**config.mk**
```make
export PLATFORM = sky130hd
export DESIGN_NAME = tafa_axis_lane
export DESIGN_NICKNAME = d
export VERILOG_FILES = /design/src/rtl/core/tafa_pkg.sv /design/src/rtl/core/tafa_axis_lane.sv
export SDC_FILE = /design/constraint.sdc
export NUM_CORES = 2
export LEC_CHECK = 0
export BUFFER_PORTS_ARGS = -buffer_cell sky130_fd_sc_hd__buf_4
export CORE_UTILIZATION = 40
export CTS_CLUSTER_SIZE = 30
export DETAILED_ROUTE_END_ITERATION = 6
export HOLD_SLACK_MARGIN = 0.03
export PLACE_DENSITY = 0.62
export SYNTH_ARGS = -nofsm -noshare
export SYNTH_HDL_FRONTEND = slang
export SYNTH_SLANG_ARGS = --single-unit
```
**constraint.sdc**
```tcl
create_clock -name clock -period 10.6 [get_ports clock]
set_clock_uncertainty 0.1 [all_clocks]
set_input_delay 0.53 -clock clock [delete_from_list [all_inputs] [get_ports clock]]
set_output_delay 0.53 -clock clock [all_outputs]
set_load 0.02 [all_outputs]
```
**src/rtl/core/tafa_pkg.sv**
```systemverilog
// Shared types, constants and helpers for the tilt angle core.
`timescale 1ns / 1ps
package tafa_pkg;

   typedef struct packed {
      logic signed [15:0] raw_x;
      logic signed [15:0] raw_y;
      logic signed [15:0] raw_z;
   } req_type;

   typedef struct packed {
      logic signed [23:0] filt_x;
      logic signed [23:0] filt_y;
      logic signed [23:0] filt_z;
      logic [15:0]        roll_deg;
      logic [15:0]        pitch_deg;
      logic [15:0]        roll_error;
      logic [15:0]        pitch_error;
   } rsp_type;

   typedef struct packed {
      logic signed [15:0] b0;
      logic signed [15:0] b1;
      logic signed [15:0] b2;
      logic signed [15:0] a1;
      logic signed [15:0] a2;
   } coef_type;

   typedef struct packed {
      logic start;
      logic done;
   } lane_ctl_type;

   localparam logic [2:0] REG_COEF_B0       = 3'd0;
   localparam logic [2:0] REG_COEF_B1       = 3'd1;
   localparam logic [2:0] REG_COEF_B2       = 3'd2;
   localparam logic [2:0] REG_COEF_A1       = 3'd3;
   localparam logic [2:0] REG_COEF_A2       = 3'd4;
   localparam logic [2:0] REG_TARGET_ROLL   = 3'd5;
   localparam logic [2:0] REG_TARGET_PITCH  = 3'd6;
   localparam logic [2:0] REG_DEADBAND      = 3'd7;

   localparam int ACC_W        = 52;
   localparam int ATAN_ENTRIES = 24;
   localparam int ATAN_IDX_W   = 5;

   localparam logic signed [23:0] SAT_MAX = 24'sh7FFFFF;
   localparam logic signed [23:0] SAT_MIN = -24'sh800000;

   // calibration matrix, Q.22
   localparam logic signed [23:0] CAL_MAT [3][3] = '{
      '{ 24'sd4359062,  24'sd29992,   24'sd34599   },
      '{ -24'sd307981,  24'sd4122327, 24'sd101047  },
      '{ -24'sd440413,  -24'sd60104,  24'sd4240463 }
   };

   // calibration offsets, Q.20
   localparam logic signed [23:0] CAL_OFF [3] = '{ 24'sd2323, 24'sd18591, -24'sd5486 };

   // atan(2^-i), 2^-16 degree
   localparam logic [21:0] ATAN_TAB [ATAN_ENTRIES] = '{
      22'd2949120, 22'd1740967, 22'd919879, 22'd466945, 22'd234379, 22'd117304,
      22'd58666, 22'd29335, 22'd14668, 22'd7334, 22'd3667, 22'd1833,
      22'd917, 22'd458, 22'd229, 22'd115, 22'd57, 22'd29,
      22'd14, 22'd7, 22'd4, 22'd2, 22'd1, 22'd0
   };

   function automatic logic signed [23:0] sat24(input logic signed [ACC_W-1:0] v);
      logic signed [23:0] r;
      if (v > ACC_W'(SAT_MAX)) begin
         r = SAT_MAX;
      end else if (v < ACC_W'(SAT_MIN)) begin
         r = SAT_MIN;
      end else begin
         r = v[23:0];
      end
      return r;
   endfunction

endpackage

```
**src/rtl/core/tafa_axis_lane.sv**
```systemverilog
// One axis lane: calibration row and biquad filter on a shared multiplier.
`timescale 1ns / 1ps
module tafa_axis_lane #(
   parameter int AXIS        = 0,
   parameter int SAMPLE_BITS = 16
) (
   input  logic                       clock,
   input  logic                       reset,
   input  tafa_pkg::lane_ctl_type     ctl_in,
   output logic                       done,
   input  tafa_pkg::req_type          req,
   input  tafa_pkg::coef_type         coef,
   output logic signed [23:0]         filt
);

   localparam int AW = tafa_pkg::ACC_W;

   logic [24:0]                   raw_u [3];
   logic signed [SAMPLE_BITS-1:0] smp_n [3];
   logic signed [24:0]            smp   [3];

   logic [3:0]           cnt_ff, cnt_in;
   logic                 busy_ff, busy_in;
   logic                 done_ff, done_in;
   logic signed [AW-1:0] acc_ff, acc_in;
   logic signed [23:0]   norm_ff, norm_in;
   logic signed [23:0]   ih0_ff, ih0_in, ih1_ff, ih1_in;
   logic signed [23:0]   oh0_ff, oh0_in, oh1_ff, oh1_in;
   logic signed [23:0]   filt_ff, filt_in;

   logic signed [24:0]   ma, mb;
   logic signed [49:0]   prod;
   logic signed [AW-1:0] acc_sum;
   logic signed [AW-1:0] cal_rnd;
   logic signed [AW-1:0] flt_rnd;

   assign raw_u[0] = {9'd0, req.raw_x};
   assign raw_u[1] = {9'd0, req.raw_y};
   assign raw_u[2] = {9'd0, req.raw_z};

   always_comb begin
      for (int k = 0; k < 3; k++) begin
         smp_n[k] = raw_u[k][SAMPLE_BITS-1:0];
         smp[k]   = 25'(smp_n[k]);
      end
   end

   always_comb begin
      ma = '0;
      mb = '0;
      case (cnt_ff)
         4'd0, 4'd1, 4'd2: begin
            ma = 25'(tafa_pkg::CAL_MAT[AXIS][cnt_ff[1:0]]);
            mb = smp[cnt_ff[1:0]];
         end
         4'd4: begin
            ma = 25'(coef.b0);
            mb = 25'(norm_ff);
         end
         4'd5: begin
            ma = 25'(coef.b1);
            mb = 25'(ih0_ff);
         end
         4'd6: begin
            ma = 25'(coef.b2);
            mb = 25'(ih1_ff);
         end
         4'd7: begin
            ma = 25'(coef.a1);
            mb = 25'(oh0_ff);
         end
         4'd8: begin
            ma = 25'(coef.a2);
            mb = 25'(oh1_ff);
         end
         default: begin
            ma = '0;
            mb = '0;
         end
      endcase
   end

   assign prod    = ma * mb;
   assign acc_sum = acc_ff + AW'(prod);
   assign cal_rnd = ((acc_ff + AW'(2048)) >>> 12) + AW'(tafa_pkg::CAL_OFF[AXIS]);
   assign flt_rnd = (acc_ff + AW'(8192)) >>> 14;

   always_comb begin
      cnt_in  = cnt_ff;
      busy_in = busy_ff;
      done_in = 1'b0;
      acc_in  = acc_ff;
      norm_in = norm_ff;
      ih0_in  = ih0_ff;
      ih1_in  = ih1_ff;
      oh0_in  = oh0_ff;
      oh1_in  = oh1_ff;
      filt_in = filt_ff;
      if (ctl_in.start) begin
         cnt_in  = '0;
         busy_in = 1'b1;
         acc_in  = '0;
      end else if (busy_ff) begin
         cnt_in = cnt_ff + 4'd1;
         if (cnt_ff == 4'd3) begin
            norm_in = tafa_pkg::sat24(cal_rnd);
            acc_in  = '0;
         end else if (cnt_ff == 4'd9) begin
            filt_in = tafa_pkg::sat24(flt_rnd);
            ih1_in  = ih0_ff;
            ih0_in  = norm_ff;
            oh1_in  = oh0_ff;
            oh0_in  = tafa_pkg::sat24(flt_rnd);
            busy_in = 1'b0;
            done_in = 1'b1;
         end else begin
            acc_in = acc_sum;
         end
      end
   end

   always_ff @(posedge clock) begin
      if (reset) begin
         cnt_ff  <= '0;
         busy_ff <= 1'b0;
         done_ff <= 1'b0;
         ih0_ff  <= '0;
         ih1_ff  <= '0;
         oh0_ff  <= '0;
         oh1_ff  <= '0;
      end else begin
         cnt_ff  <= cnt_in;
         busy_ff <= busy_in;
         done_ff <= done_in;
         ih0_ff  <= ih0_in;
         ih1_ff  <= ih1_in;
         oh0_ff  <= oh0_in;
         oh1_ff  <= oh1_in;
      end
      acc_ff  <= acc_in;
      norm_ff <= norm_in;
      filt_ff <= filt_in;
   end

   assign done = done_ff;
   assign filt = filt_ff;

endmodule

```
# Word level (Yosys, flattened, before mapping)
# Cells that the tools add are included.
[op_classes]
n_addsub = 5
multipliers = 1
magnitude_cmp = 5
eq_ne = 10
mux = 18
bitwise = 4
n_reduce_logical = 7
[op_table]
columns = ["operator", "count"]
rows = [
  ["$pmux 25 s6", 2],
  ["$mux 24", 5],
  ["$mux 52", 2],
  ["$add 52x13->52 const B", 1],
  ["$add 52x15->52 const B", 1],
  ["$add 52x50->52", 1],
  ["$bmux 25 s2", 1],
  ["$mul 25x25->50", 1],
  ["$mux 25", 2],
  ["$bmux 24 s2", 1],
  ["$add 40x13->41 const B", 1],
  ["$gt 41x24->1 const B", 1],
  ["$lt 41x24->1 const B", 1],
  ["$gt 38x24->1 const B", 1],
  ["$lt 38x24->1 const B", 1],
  ["$eq 4x3->1 const B", 4],
  ["$eq 4x2->1 const B", 2],
  ["$eq 4x4->1 const B", 2],
  ["$mux 1", 5],
  ["$add 4x1->4 const B", 1],
  ["$eq 4x1->1 const B", 1],
  ["$logic_not 4->1", 1],
  ["$reduce_and 4->1", 1],
  ["$reduce_or 4->1", 1],
  ["8 further kinds", 10],
]
[word_totals]
regBits = 202
inputBits = 132
out_inout_bits = 25
word_cells = 60

# Logic depth before layout (Yosys ltp)
[depth]
word_depth = 9
mapped_depth = 40
mapped_depth_nobuf = 35

# Worst setup path after synthesis
# OpenSTA, ideal clock, no wires.
[synth_path]
path_type = "register to register"
start = "reg cnt_ff[0]"
end = "reg acc_ff[49]"
setup_ns = 0.128
arrival_ns = 10.712
required_time_ns = 10.372
setup_slack_ns = -0.340
stages_incl_launch_ff = 36
path_buffers = 5
period_less_slack_ns = 10.940
cell_sequence = "dfxtp_1 -> clkbuf_1 -> clkbuf_1 -> inv_1 -> ha_1 -> clkbuf_1 -> nor2b_1 -> and2_1 -> clkbuf_1 -> clkbuf_1 -> a22o_1 -> a2111oi_0 -> nor2_1 -> fa_1 -> inv_1 -> fa_1 -> inv_1 -> fa_1 -> fa_1 -> fa_1 -> fa_1 -> inv_1 -> fa_1 -> inv_1 -> ha_1 -> and3_1 -> and2_1 -> a221oi_1 -> o31ai_1 -> a221oi_1 -> a2111oi_0 -> a311oi_1 -> o21bai_1 -> a21oi_1 -> xor2_1 -> o21ai_0"
[synth_between]
elab_chain_len = 9
word_cells_on_any_way = 26
cone_classes = "add/sub (1); mul (1); eq/ne (10); mux (10); bitwise (1); reduce/logical (3)"
[synth_rtl]
columns = ["item", "line", "source"]
rows = [
  ["from (decl)", "tafa_axis_lane.sv:22", "logic [3:0] cnt_ff, cnt_in;"],
  ["from (signal assigned)", "tafa_axis_lane.sv:132", "cnt_ff <= cnt_in;"],
  ["$not 2->3 (implied by the code)", "tafa_axis_lane.sv:53, tafa_axis_lane.sv:54", ""],
  ["$bmux 24 s2 or $bmux 25 s2 (tied branches)", "tafa_axis_lane.sv:53, tafa_axis_lane.sv:54", ""],
  ["$mux 24 (implied by the code) or $mux 25 (tied branches) (2 in series)", "tafa_axis_lane.sv:53, tafa_axis_lane.sv:54", ""],
  ["$pmux 25 s6", "tafa_axis_lane.sv:51", "case (cnt_ff)"],
  ["$mul 25x25->50", "tafa_axis_lane.sv:83", "assign prod = ma * mb;"],
  ["$add 52x50->52", "tafa_axis_lane.sv:84", "assign acc_sum = acc_ff + AW'(prod);"],
  ["$mux 52", "tafa_axis_lane.sv:108", "end else if (cnt_ff == 4'd9) begin"],
  ["$mux 52", "tafa_axis_lane.sv:105", "if (cnt_ff == 4'd3) begin"],
  ["to (signal assigned)", "tafa_axis_lane.sv:140", "acc_ff <= acc_in;"],
  ["to (decl)", "tafa_axis_lane.sv:25", "logic signed [AW-1:0] acc_ff, acc_in;"],
]
# Parallel ways exist; a longest one is shown, timed or not. The select of a mux whose other input is x is not followed.
# A chain may end at the register's enable or synchronous reset.

# Final worst setup path
[layout_path]
start = "reg cnt_ff[1]"
end = "reg acc_ff[49]"
# Same word-level chain as after synthesis.

==> results.cfg <==
[place]
dpl.hpwl_um = 90020
routability_driven_placement_congestion_ratio = 0.9500
dpl.cell_count = 5292
port_buffers = 155

[cells_and_area]
fin_util_pct = 44.65
fin_nets = 5164
area.growth.synth_to_final_pct = 10.36
layoutNonFillerInstCount = 5333
share_of_cells_above_drive_strength_1_pct = 8.976
antenna_cells_inserted = 0

[clock_tree]
post_cts_hold_buffer_count = 0
clk_latency_ns = 0.57
max-clock-path-buffers = 3
path_clk_slew_ns = 0.07
cts.sink_count = 202
cts.root.buffer_cell = clkbuf_16
cts_buffers = 22
cts_max_level = 1
tritoncts = built

[logic_synthesis]
synth_cell_types = 83
synth.yosys.warnings = 0
synth_area_leaders = fa_1, inv_1, dfxtp_1, ha_1, nand2_1
synth.cell_area_sq_um = 35150
synth_sequential_area_ratio_pct = 12.87
synth_top_cells_by_count = inv_1, fa_1, nand2_1
ys_dominant_reg_cell = dfxtp_1
postSynthCellCount = 4053
edff_count_synth = 48
synth_most_common_cell = inv_1
synth_largest_area_cell = fa_1
yosys_register_bits = 202
synth.avg_cell_area_sq_um = 8.674
asyncSetResetFlopFracSynth_pct = 0
synth.net_count = 5055
top_area_cell_type_share_of_the_netlist_area_pct = 39.35

[flow_run]
timing.max_cap.violations = 0

[timing]
worst_max_slew_margin_expressed_relative_to_the_limit_pct = 20.79
timing.fmax_ghz = 0.09962
finalCritPeriodShare_pct = 94.70
grt_setup_unrepaired = false
timing.final.crit_period_ns = 10.04
finalHoldViolCount = 0
finalSetupTns_ns = 0
worst_max_slew_pin_slew_ns = 1.179
final-setup-viol-count = 0
drv_slew = 0
whs_ns = 0.1701

[grt]
overflow = 0
maximum_number_of_pins_on_one_net_before_global_route_repair = 103
via_count_of_the_first_global_routing_pass = 28550
groute.usage.overall_pct = 24.51
grt_pass1_wl_um = 169000
number_of_antenna_violations_at_the_first_check_in_global_routing = 2

[setup_path]
cp.required_ns = 10.93
ff2ff_path_depth = 33
cp-start-kind = flip-flop
critPathMostFrequentCell = fa_1
crit_arrival_ns = 10.36
cp_num_cells = 33
crit_family = adder cells
crit_fanout = 20
worst_path_max_delay_cell = fa_2
cp_num_buf_inv = 8
critical_path.endpoint_type = flip-flop
criticalPathCategory = flip-flop to flip-flop
cpPeakStageDelay_ns = 0.76

[floorplanning]
ios = 157
initial_utilization_pct = 40.46
core-area_sq_um = 86890
die-area_sq_um = 89080
die_x_um = 298.5
die_h_um = 298.5
fp-row-count = 108

[route]
dr_iter_0_viols = 2582
firstDrtPassIters = 7
detail_route.wl_per_cell_um = 20.05
detail-route-antenna-nets = 0
post-route-drc-count = 0
drt_wl_total_um = 106900
via_total_after_detailed_routing = 28230
vias_per_cell = 5.293

[status]
status = complete, no violations

[min_path]
timing.hold.worst_path_depth = 2
min_path_type = input port to flip-flop
==> worst register-to-register path: cells and delay by family (launching register included) <==
| family | cells | cell delay (ns) |
|---|---|---|
| simple gates | 3 | 0.90 |
| compound gates | 12 | 2.38 |
| buf+inv | 8 | 1.27 |
| flops | 1 | 0.33 |
| xor+xnor | 1 | 0.15 |
| fa+ha+maj | 9 | 4.78 |
==> stage by stage <==
stage	instance area (sq um)	setup WS, ns
floorplan	35160	0.01895
global placement	38050	0.4057
detailed placement	38050	0.4086
CTS	38770	0.3388
global route	38800	0.03001
finish	38800	0.5620
==> path summary, 6_finish.rpt <==
path                        endpoint  slack [ns]                     from
max          acc_ff[49]$_SDFFE_PP0P_        0.56   cnt_ff[1]$_SDFFE_PP0P_
min           cnt_ff[3]$_SDFFE_PP0P_        0.17                ctl_in[1]
max reg2reg  acc_ff[49]$_SDFFE_PP0P_        0.56   cnt_ff[1]$_SDFFE_PP0P_
min reg2reg  ih1_ff[19]$_SDFFE_PP0P_        0.35  ih1_ff[19]$_SDFFE_PP0P_
==> final cells by class <==
class | count | area [sq um]
Timing Repair Buffer | 284 | 2145
Clock buffer | 30 | 631.9
Tap cell | 1155 | 1445
Clock inverter | 10 | 95.09
Sequential cell | 202 | 4524
Fill cell | 8560 | 48090
Inverter | 893 | 3354
Multi-Input combinational cell | 2759 | 26600
==> cell families after synthesis <==
logic type | share of synthesized area [%]
and+or+nand+nor | 15.02
AOI/OAI and AO/OA | 10.33
adders and majority gates | 45.72
DFF | 12.87
xor gates and xnor gates | 3.762
buffers and inverters | 11.78
muxes | 0.5161
==> routing by layer <==
metal / vias up / global-route usage (%) / share of wire, %
li1: 12860 / - / -
met1: 14220 / 34.92 / 43
met2: 1002 / 39.48 / 47
met3: 146 / 3.788 / 7.8
met4: 0 / 4.933 / 2.2
met5: - / 0 / 0
==> sequential cells by signal, indices dropped and copies added, names as in the netlist <==
register / flops
cnt_ff: 4
done: 1
oh0_ff: 24
acc_ff: 52
oh1_ff: 24
norm_ff: 24
ih1_ff: 24
ih0_ff: 24
busy_ff: 1
filt: 24
==> what timing repair did <==
item / in CTS / in global routing
buffers inserted: 0 / 1
setup endpoints to repair: 0 / 3
resized for setup: 0 / 6
==> placed cells by master (no fill, tap or decap), types with 48 or more instances in the layout <==
cell,count
o21ai_0,101
inv_1,891
fa_1,689
buf_4,283
nand4_1,48
nor3_1,56
xor2_1,57
nor2_1,280
nand2_1,547
nand3_1,49
edfxtp_1,48
a21oi_1,160
xnor2_1,94
dfxtp_1,154
ha_1,179
Power is not shown: default switching activity piles up to over one toggle a cycle in this logic, so the estimate is an artifact.
