[src/rtl/core/tafa_pkg.sv]
// Shared types, constants and helpers for the tilt angle core.
`timescale 1ns / 1ps
package tafa_pkg;

   typedef struct packed {
      logic signed [15:0] raw_x;
      logic signed [15:0] raw_y;
      logic signed [15:0] raw_z;
   } req_type;

   typedef struct packed {
      logic signed [23:0] filt_x;
      logic signed [23:0] filt_y;
      logic signed [23:0] filt_z;
      logic [15:0]        roll_deg;
      logic [15:0]        pitch_deg;
      logic [15:0]        roll_error;
      logic [15:0]        pitch_error;
   } rsp_type;

   typedef struct packed {
      logic signed [15:0] b0;
      logic signed [15:0] b1;
      logic signed [15:0] b2;
      logic signed [15:0] a1;
      logic signed [15:0] a2;
   } coef_type;

   typedef struct packed {
      logic start;
      logic done;
   } lane_ctl_type;

   localparam logic [2:0] REG_COEF_B0       = 3'd0;
   localparam logic [2:0] REG_COEF_B1       = 3'd1;
   localparam logic [2:0] REG_COEF_B2       = 3'd2;
   localparam logic [2:0] REG_COEF_A1       = 3'd3;
   localparam logic [2:0] REG_COEF_A2       = 3'd4;
   localparam logic [2:0] REG_TARGET_ROLL   = 3'd5;
   localparam logic [2:0] REG_TARGET_PITCH  = 3'd6;
   localparam logic [2:0] REG_DEADBAND      = 3'd7;

   localparam int ACC_W        = 52;
   localparam int ATAN_ENTRIES = 24;
   localparam int ATAN_IDX_W   = 5;

   localparam logic signed [23:0] SAT_MAX = 24'sh7FFFFF;
   localparam logic signed [23:0] SAT_MIN = -24'sh800000;

   // calibration matrix, Q.22
   localparam logic signed [23:0] CAL_MAT [3][3] = '{
      '{ 24'sd4359062,  24'sd29992,   24'sd34599   },
      '{ -24'sd307981,  24'sd4122327, 24'sd101047  },
      '{ -24'sd440413,  -24'sd60104,  24'sd4240463 }
   };

   // calibration offsets, Q.20
   localparam logic signed [23:0] CAL_OFF [3] = '{ 24'sd2323, 24'sd18591, -24'sd5486 };

   // atan(2^-i), 2^-16 degree
   localparam logic [21:0] ATAN_TAB [ATAN_ENTRIES] = '{
      22'd2949120, 22'd1740967, 22'd919879, 22'd466945, 22'd234379, 22'd117304,
      22'd58666, 22'd29335, 22'd14668, 22'd7334, 22'd3667, 22'd1833,
      22'd917, 22'd458, 22'd229, 22'd115, 22'd57, 22'd29,
      22'd14, 22'd7, 22'd4, 22'd2, 22'd1, 22'd0
   };

   function automatic logic signed [23:0] sat24(input logic signed [ACC_W-1:0] v);
      logic signed [23:0] r;
      if (v > ACC_W'(SAT_MAX)) begin
         r = SAT_MAX;
      end else if (v < ACC_W'(SAT_MIN)) begin
         r = SAT_MIN;
      end else begin
         r = v[23:0];
      end
      return r;
   endfunction

endpackage

[src/rtl/core/tafa_merge.sv]
// Merge of lane and angle results: target errors with deadband, result packing.
`timescale 1ns / 1ps
module tafa_merge #(
   parameter int ANG_W = 16
) (
   input  logic signed [23:0] filt_x,
   input  logic signed [23:0] filt_y,
   input  logic signed [23:0] filt_z,
   input  logic [ANG_W-1:0]   roll,
   input  logic [ANG_W-1:0]   pitch,
   input  logic [15:0]        target_roll,
   input  logic [15:0]        target_pitch,
   input  logic [15:0]        deadband,
   output tafa_pkg::rsp_type  rsp
);

   localparam int CW = (ANG_W > 16) ? ANG_W : 16;

   logic [CW-1:0] roll_w, pitch_w, troll_w, tpitch_w, db_w;
   logic [CW-1:0] roll_d, pitch_d, roll_e, pitch_e;

   always_comb begin
      roll_w   = CW'(roll);
      pitch_w  = CW'(pitch);
      troll_w  = CW'(target_roll);
      tpitch_w = CW'(target_pitch);
      db_w     = CW'(deadband);
      roll_d   = (roll_w >= troll_w) ? roll_w - troll_w : troll_w - roll_w;
      pitch_d  = (pitch_w >= tpitch_w) ? pitch_w - tpitch_w : tpitch_w - pitch_w;
      roll_e   = (roll_d < db_w) ? '0 : roll_d;
      pitch_e  = (pitch_d < db_w) ? '0 : pitch_d;
      rsp.filt_x      = filt_x;
      rsp.filt_y      = filt_y;
      rsp.filt_z      = filt_z;
      rsp.roll_deg    = roll_w[15:0];
      rsp.pitch_deg   = pitch_w[15:0];
      rsp.roll_error  = roll_e[15:0];
      rsp.pitch_error = pitch_e[15:0];
   end

endmodule

[config.mk]
export PLATFORM = sky130hd
export DESIGN_NAME = tafa_merge
export DESIGN_NICKNAME = d
export VERILOG_FILES = /design/src/rtl/core/tafa_pkg.sv /design/src/rtl/core/tafa_merge.sv
export SDC_FILE = /design/constraint.sdc
export NUM_CORES = 1
export LEC_CHECK = 0
export BUFFER_PORTS_ARGS = -buffer_cell sky130_fd_sc_hd__buf_2
export CAP_MARGIN = 30
export CORE_MARGIN = 4
export CORE_UTILIZATION = 45
export DETAILED_ROUTE_END_ITERATION = 7
export GPL_TIMING_DRIVEN = 0
export MAX_ROUTING_LAYER = met4
export PLACE_DENSITY = 0.82
export SLEW_MARGIN = 20
export SYNTH_ARGS = -nofsm -noshare
export SYNTH_HDL_FRONTEND = slang
export SYNTH_SLANG_ARGS = --single-unit
[constraint.sdc]
create_clock -name vclk -period 4.45
set_input_delay 0.2225 -clock vclk [all_inputs]
set_output_delay 0.2225 -clock vclk [all_outputs]
set_load 0.05 [all_outputs]
; ---- Yosys cells after proc, flatten, opt, wreduce, memory -nomap -nowiden
; Index checks and enable logic that the tools add are counted.
[op_classes]
add_sub_neg = 4
magnitude_cmp = 4
mux = 4
[op_table]
columns = cell, count
row1 = $mux 16, 4
row2 = $sub 16x16->16, 4
row3 = $ge 16x16->1, 2
row4 = $lt 16x16->1, 2
[word_totals]
regBits = 0
input_bits = 152
output_inout_bits = 136
word_cells = 12

; ---- Logic depth before layout (Yosys ltp)
; Gate-level depths: netlist of run 1.
[logic_depth]
ltp_word = 4
mapped_depth = 20
depth_no_buf = 19

; ---- Worst setup path after synthesis of run 1
; Ideal clock, no wire load.
[synth_path]
path_kind = in2out
startpoint = input port pitch[0]
endpoint = output port rsp[15] in the netlist's numbering
t_arrival_ps = 4189
slack_ps = 39
cell_stages = 18
path_cell_list = inv_1 ha_1 inv_1 fa_1 a21o_1 a221o_1 o21ai_1 nand2_1 buf_2 a211oi_1 a32oi_1 xor2_1 ha_1 nand4_1 nor3_1 a2111oi_0 and2_1 nor3_1
[synth_lines]
columns = element, line
row1 = from (decl), tafa_merge.sv:10  ; input logic [ANG_W-1:0] pitch,
row2 = to (decl), tafa_merge.sv:14  ; output tafa_pkg::rsp_type rsp

==> key figures, run 1 <==
Status
  – Run status: finished, violations left
  – Violated checks: setup timing

Worst setup path
  – Buffers and inverters on the worst path: 6
  – CP cell instances: buf_8 -> inv_4 -> ha_4 -> inv_4 -> fa_2 -> a21o_1 -> a221o_1 -> o21ai_2 -> nand2_4 -> buf_8 -> buf_4 -> mux2i_1 -> xnor2_1 -> ha_1 -> nand4_1 -> nor3_2 -> a2111oi_4 -> and2_4 -> nor2_1 -> mux2_4 -> buf_8
  – Crit path max fanout: 6
  – Cell type of the slowest stage on the worst timing path: a2111oi_4
  – Startpoint Class: input pin
  – Kind of end point of the critical path: primary output
  – Worst EP required: 4230 ps
  – Start-to-end type of the worst setup path: input pin to primary output
  – Delay of the slowest critical-path stage: 430 ps
  – Dominant delay contributor by cell family on the critical path: compound AO/OA/AOI/OAI gates
  – Worst setup path startpoint: pitch[0]
  – Worst path arrival time: 4400 ps
  – Most used cell, CP: buf_8

Placement
  – IO buf count: 216
  – Final HPWL DP: 12580 um
  – Final weighted congestion in routability-driven placement: 0.9490

Floorplan
  – Die Ht: 112.1 um
  – Die Span X: 112.1 um
  – DIE AREA: 12580 um^2
  – Area of the core: 10460 um^2
  – Initial standard-cell utilization of the core: 46.65%
  – Number of rows created at floorplan: 37
  – I/O pin count: 288

Layout
  – Post-layout nets: 1166
  – Fraction of layout cells with a size suffix above 1: 44.76%
  – Layout sequential cell count: 0
  – Area growth from synthesis to layout: 36.91%
  – Reg area: 0 um^2
  – Clock buffer instance count of the final layout: 0
  – Total inserted antenna cells: 0

Timing
  – Max-slew violation count: 0
  – Shortest clock period the worst path allows after layout: 4618 ps
  – Worst slew margin relative to its limit: 63.43%
  – Count of final setup violators: 15
  – Unrepaired setup endpoints after global routing: true
  – Worst Hold Slack: 747.0 ps
  – Slack of the critical path: -168.0 ps
  – Upper clock frequency limit: 216.5 MHz
  – Final count of hold timing violations: 0
  – Slew of the pin with the lowest slew margin: 546.0 ps
  – Part of the cycle the worst path needs: 103.8%

Detailed routing
  – DRC violation count after routing: 0
  – Count of routing violations after the opening detailed-route iteration: 251
  – Average wire per standard cell: 14.50 um
  – Aggregate routed wire length: 15250 um
  – Routed via count divided by cell count: 5.093
  – Number of search-and-repair iterations in the first detailed-routing pass: 7
  – Via count: 5358
  – ANT nets after route: 0

Yosys
  – Largest cells by area after synthesis: ha_1, buf_4, inv_1
  – Most used standard cells in the synthesized netlist: buf_4, ha_1, inv_1
  – Total number of yosys warnings: 0
  – Most common cell in the netlist: buf_4
  – Cell taking the most area after synthesis: ha_1
  – Synth Area per Inst: 7.115 um^2
  – Synthesized area: 4881 um^2
  – Net count after synthesis: 934
  – Count of different cell masters after synthesis: 56
  – Area fraction of the dominant cell type after synthesis: 23.58%
  – Fraction of the yosys area taken by sequential cells: 0%
  – Post-Synthesis Cells: 686

Run
  – Max-Cap Viols: 0

GRT
  – GR Overflow Total: 0
  – Antenna violations before repair: 0
  – Vias in the first global route: 5054
  – Maximum number of pins on one net before global-route repair: 11
  – First-pass GRT wire length: 23120 um
  – Total Routing Usage GR: 21.54%

Worst hold path
  – Classification of the worst-slack hold path: input pin to primary output
  – Start point of the worst min-delay path: filt_x[1]

Pwr
  – Maximum vdd drop: 0.2614 mV
  – Leakage Power: 3.829 nW
  – Power per standard cell area: 270.7 nW/um^2
  – Total design power: 1.809 mW

CTS
  – CTS Hold Bufs: 0
[logic make-up (layout without fill, tap and decap cells)]
group                    count (synthesis)  in the layout  share of synthesized area, %
buffers and inverters                  223            453                         25.58
XOR/XNOR                                26             26                         4.665
adder cells (fa/ha/maj)                 96             96                         25.22
AO/OA/AOI/OAI                          173            173                         23.33
multiplexers                            29             29                         6.203
AND/OR/NAND/NOR                        139            139                         15.00
[layout make-up]
| type | instances | area, um^2 |
|---|---|---|
| Fill cell | 968 | 3780 |
| Multi-Input combinational cell | 463 | 3859 |
| Timing Repair Buffer | 233 | 1366 |
| Inverter | 92 | 350.3 |
| Tap cell | 136 | 170.2 |
| Buffer | 128 | 937.1 |
[path summary, 6_finish.rpt]
path	endpoint	slack (ps)	cells after the start
worst max-delay path	rsp[13]	-170	21
worst min-delay path	rsp[113]	750	2
[routing by layer]
layer	global-route usage [%]	vias up	wire length [um]
met5	-	-	0
met3	1.995	12	1213
met1	29.21	2386	6603
met2	36.23	244	7264
li1	-	2716	-
met4	1.923	0	170
[cell usage in the layout, fill, tap and decap left out, drive strengths merged, types with 2 or more instances in the layout]
cell type	Yosys	routed
o21a	4	4
nor3	5	5
nand4	12	12
nand2	28	28
a2111oi	3	3
o31a	2	2
xor2	10	10
inv	92	92
o21ai	26	26
a31oi	5	5
o21bai	7	7
nand2b	5	5
o221ai	4	4
ha	92	92
a311oi	2	2
a31o	2	2
xnor2	16	16
a221oi	4	4
o211ai	10	10
a21o	26	26
a211oi	10	10
and2	29	29
and4	3	3
or3	3	3
a21boi	3	3
nand3	9	9
mux2i	22	22
nand3b	2	2
buf	114	340
nor2b	4	4
clkbuf	17	21
a21oi	54	54
o31ai	3	3
nor2	29	29
mux2	7	7
and3	5	5
or2	4	4
fa	4	4
[where the power goes]
group / internal, mW / total (mW) / switching, mW
Clock: 0 / 0 / 0
Combinational: 0.692 / 1.81 / 1.12
Sequential: 0 / 0 / 0
[stage by stage]
step	TNS [ps]	setup WS, ps	instance area, um^2	utilization, %	instances
2_1_floorplan	0	38.58	4881	-	686
3_3_place_gp	-8350	-529.7	6132	58.61	1038
3_5_place_dp	-10860	-631.4	6132	58.61	1038
4_1_cts	0	8.411	6280	60.02	1046
5_1_grt	-2758	-302.4	6683	63.87	1052
6_report	-538.1	-168.0	6683	63.87	1052
[repair_timing]
action	CTS	global route
resized for setup	29	115
buffers inserted	8	9
setup endpoints to repair	28	31
gates cloned	0	2
pin swaps	10	20
(Power assumes the default switching activity.)
==> run 2, diff against run 1 <==
- CORE_ASPECT_RATIO: default -> 1.2
- clock period: 4.45 -> 5.95 ns (I/O delays scaled with it)
==> key figures, run 2 (synthesis gave the netlist of run 1 again) <==
Worst setup path
  – Dominant delay contributor by cell family on the critical path: compound AO/OA/AOI/OAI gates (unchanged)
  – Cell type of the slowest stage on the worst timing path: a2111oi_0 (was a2111oi_4)
  – Delay of the slowest critical-path stage: 470 ps (was 430 ps)
  – Kind of end point of the critical path: primary output (unchanged)
  – Most used cell, CP: buf_2 (was buf_8)
  – Crit path max fanout: 10 (was 6)
  – Start-to-end type of the worst setup path: input pin to primary output (unchanged)
  – Worst path arrival time: 4770 ps (was 4400 ps)
  – Buffers and inverters on the worst path: 5 (was 6)
  – Startpoint Class: input pin (unchanged)
  – Worst EP required: 5650 ps (was 4230 ps)
  – CP cell instances: buf_2 -> inv_1 -> ha_1 -> inv_1 -> fa_1 -> a21o_1 -> a221o_1 -> o21ai_1 -> nand2_1 -> buf_2 -> mux2i_1 -> xor2_1 -> ha_1 -> a211oi_1 -> o21ai_0 -> a2111oi_0 -> nand2_1 -> and2_1 -> mux2_1 -> buf_2 (was buf_8 -> inv_4 -> ha_4 -> inv_4 -> fa_2 -> a21o_1 -> a221o_1 -> o21ai_2 -> nand2_4 -> buf_8 -> buf_4 -> mux2i_1 -> xnor2_1 -> ha_1 -> nand4_1 -> nor3_2 -> a2111oi_4 -> and2_4 -> nor2_1 -> mux2_4 -> buf_8)
  – Worst setup path startpoint: pitch[0] (unchanged)

Floorplan
  – Die Ht: 122.1 um (was 112.1 um)
  – DIE AREA: 12580 um^2 (about the same)
  – Initial standard-cell utilization of the core: 46.19% (was 46.65%)
  – Die Span X: 103.1 um (was 112.1 um)
  – I/O pin count: 288 (unchanged)
  – Area of the core: 10570 um^2 (was 10460 um^2)
  – Number of rows created at floorplan: 41 (was 37)

Layout
  – Layout sequential cell count: 0 (unchanged)
  – Reg area: 0 um^2 (unchanged)
  – Fill cell total of the finished layout: 1052 (was 968)
  – Total inserted antenna cells: 0 (unchanged)
  – Area growth from synthesis to layout: 25.45% (was 36.91%)
  – Most used cells in the layout excluding fill and tap cells: buf_2, buf_4, inv_1, ha_1, a21oi_1 (was buf_2, buf_4, ha_1)
  – Post-layout nets: 1152 (was 1166)
  – Most common library cell in the layout ignoring fill and taps: buf_2 (unchanged)
  – Total area of multi-input combinational cells: 3632 um^2 (was 3859 um^2)
  – Clock buffer instance count of the final layout: 0 (unchanged)
  – Fraction of layout cells with a size suffix above 1: 38.25% (was 44.76%)

Detailed routing
  – ANT nets after route: 0 (unchanged)
  – Routed via count divided by cell count: 5.109 (was 5.093)
  – Aggregate routed wire length: 13980 um (was 15250 um)
  – Via count: 5267 (was 5358)
  – Average wire per standard cell: 13.56 um (was 14.50 um)
  – DRC violation count after routing: 0 (unchanged)
  – Number of search-and-repair iterations in the first detailed-routing pass: 5 (was 7)
  – Count of routing violations after the opening detailed-route iteration: 147 (was 251)

Worst hold path
  – Classification of the worst-slack hold path: input pin to primary output (unchanged)
  – Endpoint with the worst hold slack: rsp[92] (was rsp[113])
  – Hold Path Depth: 2 (unchanged)
  – Start point of the worst min-delay path: filt_y[4] (was filt_x[1])

Timing
  – Max-slew violation count: 0 (unchanged)
  – Total negative setup slack: 0 ps (was -538.1 ps)
  – Worst slew margin relative to its limit: 60.94% (was 63.43%)
  – Slew of the pin with the lowest slew margin: 585.9 ps (was 546.0 ps)
  – Part of the cycle the worst path needs: 85.16%
  – Shortest clock period the worst path allows after layout: 5067 ps
  – Upper clock frequency limit: 197.3 MHz
  – Final count of hold timing violations: 0 (unchanged)
  – Unrepaired setup endpoints after global routing: false (was true)
  – Count of final setup violators: 0 (was 15)

GRT
  – Antenna violations before repair: 0 (unchanged)
  – GR Overflow Total: 0 (unchanged)
  – Vias in the first global route: 4911 (was 5054)
  – First-pass GRT wire length: 21260 um (was 23120 um)
  – Total Routing Usage GR: 20.70% (was 21.54%)
  – Maximum number of pins on one net before global-route repair: 11 (unchanged)

Pwr
  – Reported net switching power: 0.7660 mW (was 1.117 mW)
  – Total design power: 1.139 mW (was 1.809 mW)
  – Maximum vdd drop: 0.09291 mV (was 0.2614 mV)
  – Part of the power in combinational logic: 100.0% (about the same)
  – Fraction of power consumed by sequential logic: 0% (about the same)
  – Power per standard cell area: 186.1 nW/um^2 (was 270.7 nW/um^2)
  – Leakage Power: 3.630 nW (was 3.829 nW)
  – Internal power summed over all cells: 0.3734 mW (was 0.6918 mW)
  – Net switching share of the total power: 67.23% (was 61.76%)
  – Clk network pwr share: 0% (about the same)

Placement
  – Final HPWL DP: 12530 um (was 12580 um)
  – IO buf count: 216 (unchanged)
  – Final weighted congestion in routability-driven placement: 0.8994 (was 0.9490)

CTS
  – CTS Hold Bufs: 0 (unchanged)
  – Post-cts repair resize count: 0 (was 29)
  – Post-CTS setup buffer count: 0 (was 8)

Run
  – Max-Cap Viols: 0 (unchanged)

Status
  – Run status: finished clean (was finished, violations left)
-- run 2: cell count changes in the layout (fill, tap and decap cells not counted), moves of 4 or more --
cell,before,now
and2_1,18,29
and2_4,10,0
buf_2,194,224
buf_4,123,105
buf_6,18,1
buf_8,5,0
clkbuf_1,11,17
clkbuf_4,8,0
nand2_1,23,28
o21ai_2,4,0
-- run 2: how the worst max path moves through the flow --
stage	end	cells past startpoint
after floorplan	rsp[15]	18
after global placement	rsp[13]	20
after detailed placement	rsp[13]	20
after CTS	rsp[13]	20
after global routing	rsp[6]	20
final	rsp[13]	20
-- run 2: cell type report --
cell class / count / share of cell area (%)
multi-input combinational: 463 / 59.32
timing repair buffer: 216 / 17.65
tap: 129 / 2.636
buffer: 131 / 14.75
inverter: 92 / 5.640
-- run 2: stage by stage --
step	hold WS (ps)	utilization, %	instance area (um^2)	setup slack [ps]	std cells
finish	896.9	57.94	6123	882.8	1031
global route	899.8	57.94	6123	370.3	1031
CTS	897.6	57.94	6123	874.7	1031
detailed placement	897.7	57.94	6123	896.7	1031
global placement	897.4	57.94	6123	959.4	1031
floorplan	762.1	-	4881	1389	686
-- run 2: metal layers --
layer | vias to the layer above | track usage, % | wire length, um
met4 | 0 | 3.887 | 303
li1 | 2684 | - | -
met5 | - | - | 0
met3 | 30 | 0.7446 | 1056
met1 | 2309 | 22.31 | 5012
met2 | 244 | 41.13 | 7605
-- run 2: power by group through the flow --
stage | Sequential [mW] | Combinational [mW] | Clock, mW
finish | 0 | 1.14 | 0
global placement | 0 | 1.13 | 0
floorplan | 0 | 0.884 | 0
CTS | 0 | 1.15 | 0
global route | 0 | 1.24 | 0
detailed placement | 0 | 1.14 | 0
==> run 3, diff against run 2 <==
--- a/config.mk
+++ b/config.mk
@@ -16,2 +16,3 @@
 export PLACE_DENSITY = 0.82
+export SETUP_SLACK_MARGIN = 0.02
 export SLEW_MARGIN = 20
==> constraint.sdc (replaced) <==
create_clock -name vclk -period 5.95
set_input_delay 0.8925 -clock vclk [all_inputs]
set_output_delay 0.8925 -clock vclk [all_outputs]
set_load 0.05 [all_outputs]
==> key figures, run 3 (synthesis gave the netlist of run 1 again) <==
Timing
  – Part of the cycle the worst path needs: 97.04% (was 85.16%)
  – Shortest clock period the worst path allows after layout: 5774 ps (was 5067 ps)
  – Slew of the pin with the lowest slew margin: 495.6 ps (was 585.9 ps)
  – Worst slew margin relative to its limit: 66.81% (was 60.94%)
  – Unrepaired setup endpoints after global routing: true (was false)
  – Max-slew violation count: 0 (unchanged)
  – Upper clock frequency limit: 173.2 MHz (was 197.3 MHz)
  – Worst Hold Slack: 2087 ps (was 896.9 ps)
  – Count of final setup violators: 0 (unchanged)
  – Final count of hold timing violations: 0 (unchanged)

Pwr
  – Part of the power in combinational logic: 100.0% (about the same)
  – Fraction of power consumed by sequential logic: 0% (about the same)
  – Net switching share of the total power: 65.37% (was 67.23%)
  – Reported net switching power: 0.7853 mW (was 0.7660 mW)
  – Internal power summed over all cells: 0.4160 mW (was 0.3734 mW)
  – Clk network pwr share: 0% (about the same)
  – Power per standard cell area: 191.1 nW/um^2 (was 186.1 nW/um^2)
  – Maximum vdd drop: 0.09301 mV (was 0.09291 mV)
  – Leakage Power: 3.704 nW (was 3.630 nW)

Worst setup path
  – Buffers and inverters on the worst path: 5 (unchanged)
  – Dominant delay contributor by cell family on the critical path: compound AO/OA/AOI/OAI gates (unchanged)
  – CP cell instances: buf_2 -> inv_1 -> ha_1 -> inv_1 -> fa_2 -> a21o_1 -> a221o_1 -> a2111oi_0 -> nor2_1 -> nand2_1 -> a32oi_2 -> xor2_1 -> ha_1 -> nand4_1 -> nor3_1 -> a2111oi_4 -> nand2_2 -> buf_4 -> nand2_1 -> mux2i_1 -> buf_2 (was buf_2 -> inv_1 -> ha_1 -> inv_1 -> fa_1 -> a21o_1 -> a221o_1 -> o21ai_1 -> nand2_1 -> buf_2 -> mux2i_1 -> xor2_1 -> ha_1 -> a211oi_1 -> o21ai_0 -> a2111oi_0 -> nand2_1 -> and2_1 -> mux2_1 -> buf_2)
  – Startpoint Class: input pin (unchanged)
  – Worst EP required: 5060 ps (was 5650 ps)
  – Worst path arrival time: 4880 ps (was 4770 ps)
  – Delay of the slowest critical-path stage: 420 ps (was 470 ps)
  – Kind of end point of the critical path: primary output (unchanged)
  – Logic depth of the worst path, buffers included: 21 (was 20)
  – Crit path max fanout: 4 (was 10)
  – Crit path capture: rsp[7] (was rsp[13])
  – Start-to-end type of the worst setup path: input pin to primary output (unchanged)
  – Cell type of the slowest stage on the worst timing path: a2111oi_0 (unchanged)
  – Worst setup path startpoint: pitch[0] (unchanged)

Detailed routing
  – Aggregate routed wire length: 14220 um (was 13980 um)
  – Routed via count divided by cell count: 5.138 (was 5.109)
  – Number of search-and-repair iterations in the first detailed-routing pass: 4 (was 5)
  – DRC violation count after routing: 0 (unchanged)
  – ANT nets after route: 0 (unchanged)
  – Average wire per standard cell: 13.74 um (was 13.56 um)
  – Via count: 5318 (was 5267)
  – Count of routing violations after the opening detailed-route iteration: 148 (was 147)

Run
  – Max-Cap Viols: 0 (unchanged)

Floorplan
  – Initial standard-cell utilization of the core: 46.19% (unchanged)
  – Die Ht: 122.1 um (unchanged)
  – DIE AREA: 12580 um^2 (unchanged)
  – Die Span X: 103.1 um (unchanged)
  – Number of rows created at floorplan: 41 (unchanged)
  – I/O pin count: 288 (unchanged)
  – Area of the core: 10570 um^2 (unchanged)

Layout
  – Fraction of the core area covered by cells at the end of the flow: 59.50% (was 57.94%)
  – Clock buffer instance count of the final layout: 0 (unchanged)
  – Area growth from synthesis to layout: 28.81% (was 25.45%)
  – Total area of multi-input combinational cells: 3725 um^2 (was 3632 um^2)
  – Post-layout nets: 1156 (was 1152)
  – Finished Cell Area: 6287 um^2 (was 6123 um^2)
  – Fraction of layout cells with a size suffix above 1: 41.28% (was 38.25%)
  – Reg area: 0 um^2 (unchanged)
  – Layout sequential cell count: 0 (unchanged)
  – Most used cells in the layout excluding fill and tap cells: buf_2, buf_4, inv_1, ha_1, a21oi_1 (unchanged)
  – Most common library cell in the layout ignoring fill and taps: buf_2 (unchanged)
  – Fill cell total of the finished layout: 1031 (was 1052)
  – Total inserted antenna cells: 0 (unchanged)

GRT
  – Vias in the first global route: 4914 (was 4911)
  – Maximum number of pins on one net before global-route repair: 11 (unchanged)
  – First-pass GRT wire length: 21310 um (was 21260 um)
  – GR Overflow Total: 0 (unchanged)
  – Antenna violations before repair: 0 (unchanged)
  – Total Routing Usage GR: 20.77% (was 20.70%)

Placement
  – Final weighted congestion in routability-driven placement: 0.8994 (unchanged)
  – IO buf count: 216 (unchanged)
  – Final HPWL DP: 12530 um (unchanged)
  – Placed cell area: 6123 um^2 (unchanged)

Status
  – Run status: finished clean (unchanged)

Worst hold path
  – Classification of the worst-slack hold path: input pin to primary output (unchanged)
[run 3: worst min-delay path by stage]
stage                          start        to  cells after the start
final                      filt_y[4]   rsp[92]                      2
after global routing      filt_y[12]  rsp[100]                      2
after CTS                  filt_y[4]   rsp[92]                      2
after detailed placement   filt_y[4]   rsp[92]                      2
after global placement    filt_y[12]  rsp[100]                      2
after floorplan           filt_y[12]  rsp[100]                      1
[run 3: routing by layer]
layer | vias to the layer above | wire length [um] | GRT usage (%) | part of all wire, %
met5 | - | 0 | - | 0
met2 | 230 | 7837 | 41.57 | 55
met4 | 0 | 273 | 3.725 | 1.9
met1 | 2367 | 5089 | 22.24 | 36
li1 | 2696 | - | - | -
met3 | 25 | 1016 | 0.6873 | 7.1
[run 3: repair_timing]
item                       4_1_cts  5_1_grt
setup buffers                    4        3
setup endpoints to repair       14       28
hold buffers                     0        0
pin swaps                        3        9
gates resized for setup         10       28
[run 3: power groups by stage]
stage | clock network (mW) | logic, mW | registers (mW)
final | 0 | 1.20 | 0
after global routing | 0 | 1.30 | 0
after CTS | 0 | 1.17 | 0
after detailed placement | 0 | 1.14 | 0
after global placement | 0 | 1.13 | 0
after floorplan | 0 | 0.884 | 0
[run 3: area by class of cell]
class | instances | share of cell area [%]
plain buffers | 128 | 14.47
multi-input cells | 463 | 59.24
well taps | 129 | 2.567
repair buffers | 223 | 18.23
inverters | 92 | 5.493
[run 3: stage by stage]
stage / total power [mW] / cells / setup TNS (ps) / setup WS, ps
2_1_floorplan: 0.8837 / 686 / 0 / 198.6
3_3_place_gp: 1.128 / 1031 / -2374 / -230.6
3_5_place_dp: 1.142 / 1031 / -3184 / -293.3
4_1_cts: 1.168 / 1035 / -16.01 / -16.01
5_1_grt: 1.298 / 1035 / -51.87 / -16.68
6_report: 1.201 / 1035 / 0 / 176.2
